File: src/design/dtwr_pkg.sv
`timescale 1ns / 1ps
// ----------------------------------------------------------------------------
// dtwr_pkg
// Types and codes shared by the ranging responder modules.
// ----------------------------------------------------------------------------
package dtwr_pkg;

  localparam int StampBits = 40;
  localparam int IdBits    = 8;
  localparam int CfgIdxBits = 2;

  // input commands
  localparam logic [1:0] CMD_TICK    = 2'd0;
  localparam logic [1:0] CMD_FRAME   = 2'd1;
  localparam logic [1:0] CMD_TX_DONE = 2'd2;

  // result actions
  localparam logic [2:0] ACT_REARM       = 3'd0;
  localparam logic [2:0] ACT_RESPONSE    = 3'd1;
  localparam logic [2:0] ACT_INFO        = 3'd2;
  localparam logic [2:0] ACT_RADIO_RESET = 3'd3;
  localparam logic [2:0] ACT_NONE        = 3'd4;

  // result status
  localparam logic [2:0] ST_OK       = 3'd0;
  localparam logic [2:0] ST_ERRFRAME = 3'd1;
  localparam logic [2:0] ST_STAGE    = 3'd2;
  localparam logic [2:0] ST_RXERR    = 3'd3;
  localparam logic [2:0] ST_TIMEOUT  = 3'd4;
  localparam logic [2:0] ST_NOTADDR  = 3'd5;

  // session phases
  localparam logic [1:0] PH_IDLE  = 2'd0;
  localparam logic [1:0] PH_RESP  = 2'd1;
  localparam logic [1:0] PH_FINAL = 2'd2;

  // frame stages
  localparam logic [7:0] STAGE_REQUEST = 8'd1;
  localparam logic [7:0] STAGE_FINAL   = 8'd3;

  // register indexes
  localparam logic [CfgIdxBits-1:0] REG_OWN_ID        = 2'd0;
  localparam logic [CfgIdxBits-1:0] REG_PEER_ID       = 2'd1;
  localparam logic [CfgIdxBits-1:0] REG_TIMEOUT_TICKS = 2'd2;
  localparam logic [CfgIdxBits-1:0] REG_RETRY_LIMIT   = 2'd3;

  // register reset values
  localparam logic [7:0] OWN_ID_RST        = 8'd1;
  localparam logic [7:0] PEER_ID_RST       = 8'd0;
  localparam logic [7:0] TIMEOUT_TICKS_RST = 8'd10;
  localparam logic [3:0] RETRY_LIMIT_RST   = 4'd3;

  typedef struct packed {
    logic [1:0]           command;
    logic                 frame_ok;
    logic [IdBits-1:0]    frame_dest;
    logic [7:0]           frame_stage;
    logic                 frame_is_error;
    logic [StampBits-1:0] stamp;
  } in_word_t;

  typedef struct packed {
    logic [2:0]           action;
    logic [2:0]           status;
    logic [IdBits-1:0]    src_id;
    logic [IdBits-1:0]    dst_id;
    logic [StampBits-1:0] round_time;
    logic [StampBits-1:0] reply_time;
  } out_word_t;

  typedef struct packed {
    logic [IdBits-1:0] own_id;
    logic [IdBits-1:0] peer_id;
    logic [7:0]        timeout_ticks;
    logic [3:0]        retry_limit;
  } cfg_t;

endpackage

File: src/design/dtwr_cfg.sv
`timescale 1ns / 1ps
// ----------------------------------------------------------------------------
// dtwr_cfg
// Configuration register file: own id, peer id, timeout and retry limit.
// ----------------------------------------------------------------------------
module dtwr_cfg (
  input  logic                           clk_i,
  input  logic                           rst_ni,
  input  logic                           cfg_valid_i,
  input  logic [dtwr_pkg::CfgIdxBits-1:0] cfg_index_i,
  input  logic [7:0]                     cfg_data_i,
  output dtwr_pkg::cfg_t                 cfg_o
);

  dtwr_pkg::cfg_t cfg_q, cfg_d;

  always_comb begin
    cfg_d = cfg_q;
    if (cfg_valid_i) begin
      case (cfg_index_i)
        dtwr_pkg::REG_OWN_ID:        cfg_d.own_id        = cfg_data_i;
        dtwr_pkg::REG_PEER_ID:       cfg_d.peer_id       = cfg_data_i;
        dtwr_pkg::REG_TIMEOUT_TICKS: cfg_d.timeout_ticks = cfg_data_i;
        dtwr_pkg::REG_RETRY_LIMIT:   cfg_d.retry_limit   = cfg_data_i[3:0];
        default:                     cfg_d = cfg_q;
      endcase
    end
  end

  always_ff @(posedge clk_i or negedge rst_ni) begin
    if (!rst_ni) begin
      cfg_q.own_id        <= dtwr_pkg::OWN_ID_RST;
      cfg_q.peer_id       <= dtwr_pkg::PEER_ID_RST;
      cfg_q.timeout_ticks <= dtwr_pkg::TIMEOUT_TICKS_RST;
      cfg_q.retry_limit   <= dtwr_pkg::RETRY_LIMIT_RST;
    end else begin
      cfg_q <= cfg_d;
    end
  end

  assign cfg_o = cfg_q;

endmodule

File: src/design/dtwr_engine.sv
`timescale 1ns / 1ps
// ----------------------------------------------------------------------------
// dtwr_engine
// Session state and per-event decision logic of the ranging responder.
// ----------------------------------------------------------------------------
module dtwr_engine (
  input  logic                clk_i,
  input  logic                rst_ni,
  input  logic                advance_i,
  input  dtwr_pkg::in_word_t  item_i,
  input  dtwr_pkg::cfg_t      cfg_i,
  output dtwr_pkg::out_word_t result_o
);

  logic [1:0] phase_q, phase_d;
  logic [7:0] wait_q, wait_d;
  logic [3:0] retries_q, retries_d;
  logic [dtwr_pkg::StampBits-1:0] req_stamp_q, req_stamp_d;
  logic [dtwr_pkg::StampBits-1:0] resp_stamp_q, resp_stamp_d;
  logic [dtwr_pkg::StampBits-1:0] reply_q, reply_d;

  logic       new_req;
  logic [8:0] wait_next;
  logic [4:0] retries_next;

  assign new_req = (item_i.command == dtwr_pkg::CMD_FRAME) && item_i.frame_ok &&
                   (item_i.frame_stage == dtwr_pkg::STAGE_REQUEST) &&
                   (item_i.frame_dest == cfg_i.own_id);
  assign wait_next    = {1'b0, wait_q} + 9'd1;
  assign retries_next = {1'b0, retries_q} + 5'd1;

  always_comb begin
    phase_d      = phase_q;
    wait_d       = wait_q;
    retries_d    = retries_q;
    req_stamp_d  = req_stamp_q;
    resp_stamp_d = resp_stamp_q;
    reply_d      = reply_q;
    result_o     = '0;
    result_o.action = dtwr_pkg::ACT_NONE;
    result_o.status = dtwr_pkg::ST_OK;

    case (item_i.command)
      dtwr_pkg::CMD_FRAME: begin
        if (new_req || phase_q == dtwr_pkg::PH_IDLE) begin
          // a request restarts the session from idle in any phase
          phase_d = dtwr_pkg::PH_IDLE;
          result_o.action = dtwr_pkg::ACT_REARM;
          if (!item_i.frame_ok) begin
            result_o.status = dtwr_pkg::ST_RXERR;
          end else if (item_i.frame_dest != cfg_i.own_id) begin
            result_o.status = dtwr_pkg::ST_NOTADDR;
          end else if (item_i.frame_is_error) begin
            result_o.status = dtwr_pkg::ST_ERRFRAME;
          end else if (item_i.frame_stage != dtwr_pkg::STAGE_REQUEST) begin
            result_o.status = dtwr_pkg::ST_STAGE;
          end else begin
            req_stamp_d     = item_i.stamp;
            wait_d          = '0;
            phase_d         = dtwr_pkg::PH_RESP;
            result_o.action = dtwr_pkg::ACT_RESPONSE;
            result_o.src_id = cfg_i.own_id;
            result_o.dst_id = cfg_i.peer_id;
          end
        end else if (phase_q == dtwr_pkg::PH_FINAL) begin
          retries_d = '0;
          phase_d   = dtwr_pkg::PH_IDLE;
          result_o.action = dtwr_pkg::ACT_REARM;
          if (!item_i.frame_ok) begin
            result_o.status = dtwr_pkg::ST_RXERR;
          end else if (item_i.frame_is_error) begin
            result_o.status = dtwr_pkg::ST_ERRFRAME;
          end else if (item_i.frame_stage != dtwr_pkg::STAGE_FINAL) begin
            result_o.status = dtwr_pkg::ST_STAGE;
          end else begin
            result_o.action     = dtwr_pkg::ACT_INFO;
            result_o.src_id     = cfg_i.own_id;
            result_o.dst_id     = cfg_i.peer_id;
            result_o.round_time = item_i.stamp - resp_stamp_q;
            result_o.reply_time = reply_q;
          end
        end
      end
      dtwr_pkg::CMD_TX_DONE: begin
        if (phase_q == dtwr_pkg::PH_RESP) begin
          resp_stamp_d = item_i.stamp;
          reply_d      = item_i.stamp - req_stamp_q;
          wait_d       = '0;
          phase_d      = dtwr_pkg::PH_FINAL;
        end
      end
      dtwr_pkg::CMD_TICK: begin
        if (phase_q == dtwr_pkg::PH_RESP || phase_q == dtwr_pkg::PH_FINAL) begin
          if (wait_next > {1'b0, cfg_i.timeout_ticks}) begin
            wait_d  = '0;
            phase_d = dtwr_pkg::PH_IDLE;
            result_o.status = dtwr_pkg::ST_TIMEOUT;
            if (retries_next > {1'b0, cfg_i.retry_limit}) begin
              result_o.action = dtwr_pkg::ACT_RADIO_RESET;
              retries_d       = '0;
            end else begin
              result_o.action = dtwr_pkg::ACT_REARM;
              retries_d       = retries_next[3:0];
            end
          end else begin
            wait_d = wait_next[7:0];
          end
        end
      end
      default: begin
        phase_d = phase_q;
      end
    endcase
  end

  always_ff @(posedge clk_i or negedge rst_ni) begin
    if (!rst_ni) begin
      phase_q   <= dtwr_pkg::PH_IDLE;
      wait_q    <= '0;
      retries_q <= '0;
    end else if (advance_i) begin
      phase_q   <= phase_d;
      wait_q    <= wait_d;
      retries_q <= retries_d;
    end
  end

  // stamps are only read after the phase that writes them
  always_ff @(posedge clk_i) begin
    if (advance_i) begin
      req_stamp_q  <= req_stamp_d;
      resp_stamp_q <= resp_stamp_d;
      reply_q      <= reply_d;
    end
  end

endmodule

File: src/design/ds_twr_responder.sv
`timescale 1ns / 1ps
// ----------------------------------------------------------------------------
// ds_twr_responder
// Responder side of double-sided two-way ranging: one result word per event.
// ----------------------------------------------------------------------------
// Path: an accepted event word sits in the input reg, which feeds the decision
//   logic; the result reg loads the result when the held word advances.
// Throughput: one event word per cycle; the session update is one pass of
//   decision logic and a 40-bit subtract between the two registers. The input
//   stalls only while both registers are full and the result is held.
// Reset: session idle, counters cleared, registers at their defaults; the
//   config port is always ready.
module ds_twr_responder (
  input  logic                           clk_i,
  input  logic                           rst_ni,
  input  logic                           in_valid_i,
  output logic                           in_stall_o,
  input  dtwr_pkg::in_word_t             in_data_i,
  output logic                           out_valid_o,
  input  logic                           out_stall_i,
  output dtwr_pkg::out_word_t            out_data_o,
  input  logic                           cfg_valid_i,
  output logic                           cfg_ready_o,
  input  logic [dtwr_pkg::CfgIdxBits-1:0] cfg_index_i,
  input  logic [7:0]                     cfg_data_i
);

  dtwr_pkg::cfg_t      cfg;
  dtwr_pkg::in_word_t  in_q;
  dtwr_pkg::out_word_t result, out_q;
  logic                in_valid_q, out_valid_q, advance, in_accept;

  assign cfg_ready_o = 1'b1;

  dtwr_cfg u_cfg (
    .clk_i      (clk_i),
    .rst_ni     (rst_ni),
    .cfg_valid_i(cfg_valid_i),
    .cfg_index_i(cfg_index_i),
    .cfg_data_i (cfg_data_i),
    .cfg_o      (cfg)
  );

  // move the held word into the result register when that slot frees up
  assign advance    = in_valid_q && (!out_valid_q || !out_stall_i);
  assign in_stall_o = in_valid_q && !advance;
  assign in_accept  = in_valid_i && !in_stall_o;

  dtwr_engine u_engine (
    .clk_i    (clk_i),
    .rst_ni   (rst_ni),
    .advance_i(advance),
    .item_i   (in_q),
    .cfg_i    (cfg),
    .result_o (result)
  );

  always_ff @(posedge clk_i or negedge rst_ni) begin
    if (!rst_ni) begin
      in_valid_q  <= 1'b0;
      out_valid_q <= 1'b0;
    end else begin
      if (in_accept) begin
        in_valid_q <= 1'b1;
      end else if (advance) begin
        in_valid_q <= 1'b0;
      end
      if (advance) begin
        out_valid_q <= 1'b1;
      end else if (!out_stall_i) begin
        out_valid_q <= 1'b0;
      end
    end
  end

  always_ff @(posedge clk_i) begin
    if (in_accept) begin
      in_q <= in_data_i;
    end
    if (advance) begin
      out_q <= result;
    end
  end

  assign out_valid_o = out_valid_q;
  assign out_data_o  = out_q;

endmodule

File: config.mk
export PLATFORM = sky130hd
export DESIGN_NAME = ds_twr_responder
export DESIGN_NICKNAME = d
export VERILOG_FILES = /design/src/design/dtwr_pkg.sv /design/src/design/dtwr_cfg.sv /design/src/design/dtwr_engine.sv /design/src/design/ds_twr_responder.sv
export SDC_FILE = /design/constraint.sdc
export NUM_CORES = 1
export LEC_CHECK = 0
export ABC_AREA = 1
export BUFFER_PORTS_ARGS = -buffer_cell sky130_fd_sc_hd__buf_2
export CAP_MARGIN = 10
export CORE_MARGIN = 10
export CORE_UTILIZATION = 30
export DETAILED_ROUTE_END_ITERATION = 10
export PLACE_DENSITY = 0.43
export SYNTH_ARGS = -nofsm -noshare
export SYNTH_HDL_FRONTEND = slang
export SYNTH_SLANG_ARGS = --single-unit
File: constraint.sdc
create_clock -name clk_i -period 10.6 [get_ports clk_i]
set_clock_uncertainty 0.05 [all_clocks]
set_input_delay 3.18 -clock clk_i [delete_from_list [all_inputs] [get_ports clk_i]]
set_output_delay 3.18 -clock clk_i [all_outputs]
set_load 0.02 [all_outputs]
# After elaboration in Yosys (flattened, before gate mapping)
# Index checks and enable logic that the tools add are counted.
# op_classes
n_mux	56
bitwise_logic	6
n_shift	0
n_addsub	4
order_cmp	2
multipliers	0
n_reduce_logical	29
eq_ne	24
n_div	0
# op_table
op	n
$mux 96	3
$mux 102	1
$sub 40x40->40	2
$mux 16	4
$mux 8	8
$mux 3	10
$mux 2	12
$pmux 8 s3	1
$mux 22	1
$mux 4	5
$ne 2x2->1 const B	7
$mux 6	2
$pmux 6 s2	1
$reduce_and 6->1	2
$add 8x1->9 const B	1
$gt 9x8->1	1
$reduce_and 9->1	1
$eq 2x2->1 const B	4
$eq 8x1->1 const B	1
$eq 8x8->1	1
$ne 2x1->1 const B	4
$ne 8x1->1 const B	1
$ne 8x2->1 const B	1
$ne 8x8->1	1
18 further kinds	46
# totals
latchBits	0
rom_bits	0
reg_bits	326
ramBits	0
word_cells	145
out_inout_bits	105
in_bits	75
n_memories	0

# Longest topological paths before layout
# logic_depth
ltp_word	8
mapped_depth	18
depth_no_buf	18

# Modules after synthesis
# Synthesis repeated with hierarchy kept, for this count alone.
# hier_totals
hier_cells	1944
area_unflattened_um2	17630.7
# by_module_without_submodules
mod	cells_per_inst	n_inst	seq_area_each_um2	area_each_um2
dtwr_engine	1642	1	3953.8	11483.5
ds_twr_responder	176	1	4914.7	4971.0
dtwr_cfg	126	1	706.9	1176.1

# Worst setup path before layout
# OpenSTA, ideal clock, no wires.
# synth_path
kind	input to register
startpoint	input out_stall_i
endpoint	register u_engine.reply_q[0] (netlist bit), enable pin
setup_time_ns	0.433
slack_ns	0.173
cell_stages	5
arrival_ns	9.944
t_required_ns	10.117
n_path_buf	0
cell_sequence	nand2_1 > inv_1 > nor2_1 > nand3_1 > inv_1
# synth_via
elab_chain_cells	4
# synth_lines
element	line	text
from (decl)	ds_twr_responder.sv:20	input logic out_stall_i,
$logic_not 1->1	--	
$logic_or 1x1->1	ds_twr_responder.sv:45	assign advance = in_valid_q && (!out_valid_q || !out_stall_i);
$logic_and 1x1->1	ds_twr_responder.sv:45	
via advance	ds_twr_responder.sv:31	logic in_valid_q, out_valid_q, advance, in_accept;
$reduce_and 3->1 (no source line)	--	
to (signal assigned)	dtwr_engine.sv:133	reply_q <= reply_d;
to (decl)	dtwr_engine.sv:20	logic [dtwr_pkg::StampBits-1:0] reply_q, reply_d;
# The timed path passes the listed nets, and every way through them passes these cells.
# A chain may end at the register's enable or synchronous reset.

# Worst setup path after layout
# layout_path
startpoint	input out_stall_i
endpoint	output in_stall_o
# layout_via
elab_chain_cells	5
# layout_lines
element	line	text
$logic_not 1->1	--	
$logic_or 1x1->1	ds_twr_responder.sv:45	
$logic_and 1x1->1	ds_twr_responder.sv:45	
$logic_not 1->1	ds_twr_responder.sv:46	assign in_stall_o = in_valid_q && !advance;
$logic_and 1x1->1	ds_twr_responder.sv:46	
to (decl)	ds_twr_responder.sv:17	output logic in_stall_o,
# No other way between the ends.

==> flow_summary.json <==
{
  "status": "completed",
  "multi_input_comb_area_sq_um": 6590,
  "antenna_found_initial": 1,
  "worstSetupStartpointType": "input port",
  "power_w": 0.00333,
  "drt_iter0_markers": 610,
  "routed_wl_mm": 48.8,
  "cts.reportedPaths.clkPinSlew_ns": 0.06,
  "gp_congestion": 0.845,
  "fin_setup_tns_ns": 0,
  "portBuffers": 178,
  "synth_top_cell_area_share_pct": 48.1,
  "die_area_sq_um": 68800,
  "num_io_pins": 180,
  "row_count": 88,
  "core_sq_um": 57900,
  "dpl_worst_slack_ns": 3.75,
  "fin_nets": 2367,
  "drv_cap": 0,
  "h-tree-depth": 2,
  "chipWidth_um": 262,
  "worstPathArrival_ns": 3.62,
  "postLayoutCellArea_sq_um": 20700,
  "final_layout_size_suffix_gt1_share_pct": 12.5,
  "clock_latency_ns": 0.55,
  "wl_met3_mm": 2.55,
  "grt_use_total_pct": 13.9,
  "detail-route-antenna-nets": 0,
  "top_layer_used": "met4",
  "synth_warnings": 0,
  "cts_tree": "yes",
  "wl_met1_mm": 22.3,
  "start_util_pct": 30.4,
  "worstPathMaxFanout": 3,
  "powerDensity_nw_per_um2": 161,
  "rsz0062_at_grt": "false",
  "ys_seq_area_share_pct": 54.3,
  "grt.overflow.total": 0,
  "setup.worst_path.class": "input port to primary output",
  "synth_ff_type": "edfxtp_1",
  "synth_area_leaders": "edfxtp_1 (48%), nand2_1 (11%), inv_1 (7.7%)",
  "synth_nets": 2159,
  "p_leak_nw": 9.59,
  "required_ns": 7.37,
  "grt_pass1_wl_mm": 76.3,
  "drc": 0,
  "first_pass_iters": 5,
  "synth_area_sq_um": 17600,
  "synth_common_cells": "nand2_1 (522), inv_1 (363), edfxtp_1 (282)",
  "grt_max_degree": 81,
  "cts_buffer_depth": 3,
  "worst_slack_ns": 3.75,
  "holdWs_ns": 0.430,
  "slew_viol_final": 0,
  "synth_area_per_cell_sq_um": 8.87,
  "via_count": 13300,
  "avgRoutedWirePerCell_um": 16.3,
  "cts_hold_buf": 0,
  "grt_pass1_vias": 13800,
  "place_area_sq_um": 19400,
  "synth_edf_count": 282,
  "period_minus_slack_ns": 6.85,
  "via_per_inst": 4.45,
  "root_buffer": "clkbuf_16",
  "fp.dieH_um": 262,
  "setup_violations": 0,
  "n_fill_cell": 6044,
  "yosysMostFrequentCell": "nand2_1",
  "ys_seq_elements": 326,
  "cts_buffers": 38,
  "synth_cell_types": 40,
  "regArea_sq_um": 9580,
  "tightest_slew_ns": 1.07,
  "post_cts.repair.setup_buffers": 0,
  "vdd_drop_max_mv": 0.116,
  "cts_resized": 0,
  "wl_met2_mm": 22.3,
  "ys_async_sr_fraction_pct": 13.5,
  "end_kind": "primary output",
  "dpl.hpwl_mm": 37.9,
  "finalHoldViolations": 0,
  "hold_class": "flop to flop",
  "max_freq_mhz": 146,
  "min_period_over_period_pct": 64.7,
  "synth_area_leader_cell": "edfxtp_1",
  "antennaDiodeCount": 0,
  "clock_sinks": 326,
  "slew_headroom_pct": 28.8,
  "synthToLayoutAreaGrowth_pct": 17.5,
  "synth_cells": 1987
}
## flip-flops by register name (all words and copies together) (netlist names)
register,flops
u_engine.req_stamp_q,40
u_engine.reply_q,40
in_valid_q,1
u_engine.resp_stamp_q,40
out_valid_o,1
u_engine.phase_q,2
u_cfg.cfg_o,28
in_q,60
u_engine.retries_q,4
u_engine.wait_q,8
out_data_o,102
## cell usage in the layout (no fill, tap or decap), types with 35 or more instances in the layout
cell type,netlist,routed
a21oi_1,95,95
buf_2,7,178
clkbuf_16,0,38
dfrtp_1,39,39
edfxtp_1,282,282
ha_1,95,95
inv_1,363,361
nand2_1,522,522
nand3_1,99,99
nor2_1,228,227
o21ai_0,85,85
xor2_1,35,35
## area by class of cell
type	instances	share of cell area (%)
Multi-Input combinational cell	1279	31.8
Clock inverter	23	1.23
Sequential cell	326	46.2
Clock buffer	46	4.93
Tap cell	765	4.62
Timing Repair Buffer	184	4.52
Inverter	366	6.64
## path summary, 6_finish.rpt
kind / from / end / slack [ns] / depth (start not counted)
hold reg to reg: u_cfg.cfg_o[15]$_DFFE_PN0P_ / u_cfg.cfg_o[15]$_DFFE_PN0P_ / 0.43 / 2
max in group asynchronous: rst_ni / u_cfg.cfg_o[21]$_DFFE_PN0P_ / 7.07 / 1
setup / recovery: out_stall_i / in_stall_o / 3.75 / 4
setup reg to reg: u_cfg.cfg_o[20]$_DFFE_PN1P_ / out_data_o[54]$_SDFFCE_PP0P_ / 7.49 / 10
hold / removal: u_cfg.cfg_o[15]$_DFFE_PN0P_ / u_cfg.cfg_o[15]$_DFFE_PN0P_ / 0.43 / 2
min in group asynchronous: rst_ni / u_engine.retries_q[0]$_DFFE_PN0P_ / 2.76 / 1
## power by group
part	internal [W]	switching, W	total [W]
clock network	0.000791	0.000552	0.00134
logic	0.000141	0.000304	0.000444
registers	0.00149	0.0000505	0.00154
total	0.00242	0.000906	0.00333
## per-layer routing
layer	vias up	GRT usage, %
met5	-	0
met4	0	5.50
met3	90	3.34
met2	261	22.7
met1	6105	17.3
li1	6856	-
## per-stage QoR
stage | utilization [%] | instances
2_1_floorplan | - | 1987
3_3_place_gp | 33.6 | 2920
3_5_place_dp | 33.6 | 2920
4_1_cts | 35.8 | 2989
5_1_grt | 35.8 | 2989
6_report | 35.8 | 2989
## worst max-delay path, cell delays in order
cell     delay (ns)
buf_2          0.07
nand2_1        0.07
nor2_1         0.12
buf_2          0.18
## kinds of logic (layout without fill, tap and decap cells)
group                    count (synthesis)  count (layout)  share of synthesized area [%]
XOR/XNOR                                43              43                           2.14
other                                    1               1                         0.0213
buffers and inverters                  382             619                           8.29
AO/OA/AOI/OAI                          232             232                           7.50
AND/OR/NAND/NOR                        906             906                           20.7
adder cells (fa/ha/maj)                 97              97                           6.97
flip-flops                             326             326                           54.3
(Power assumes the default switching activity.)
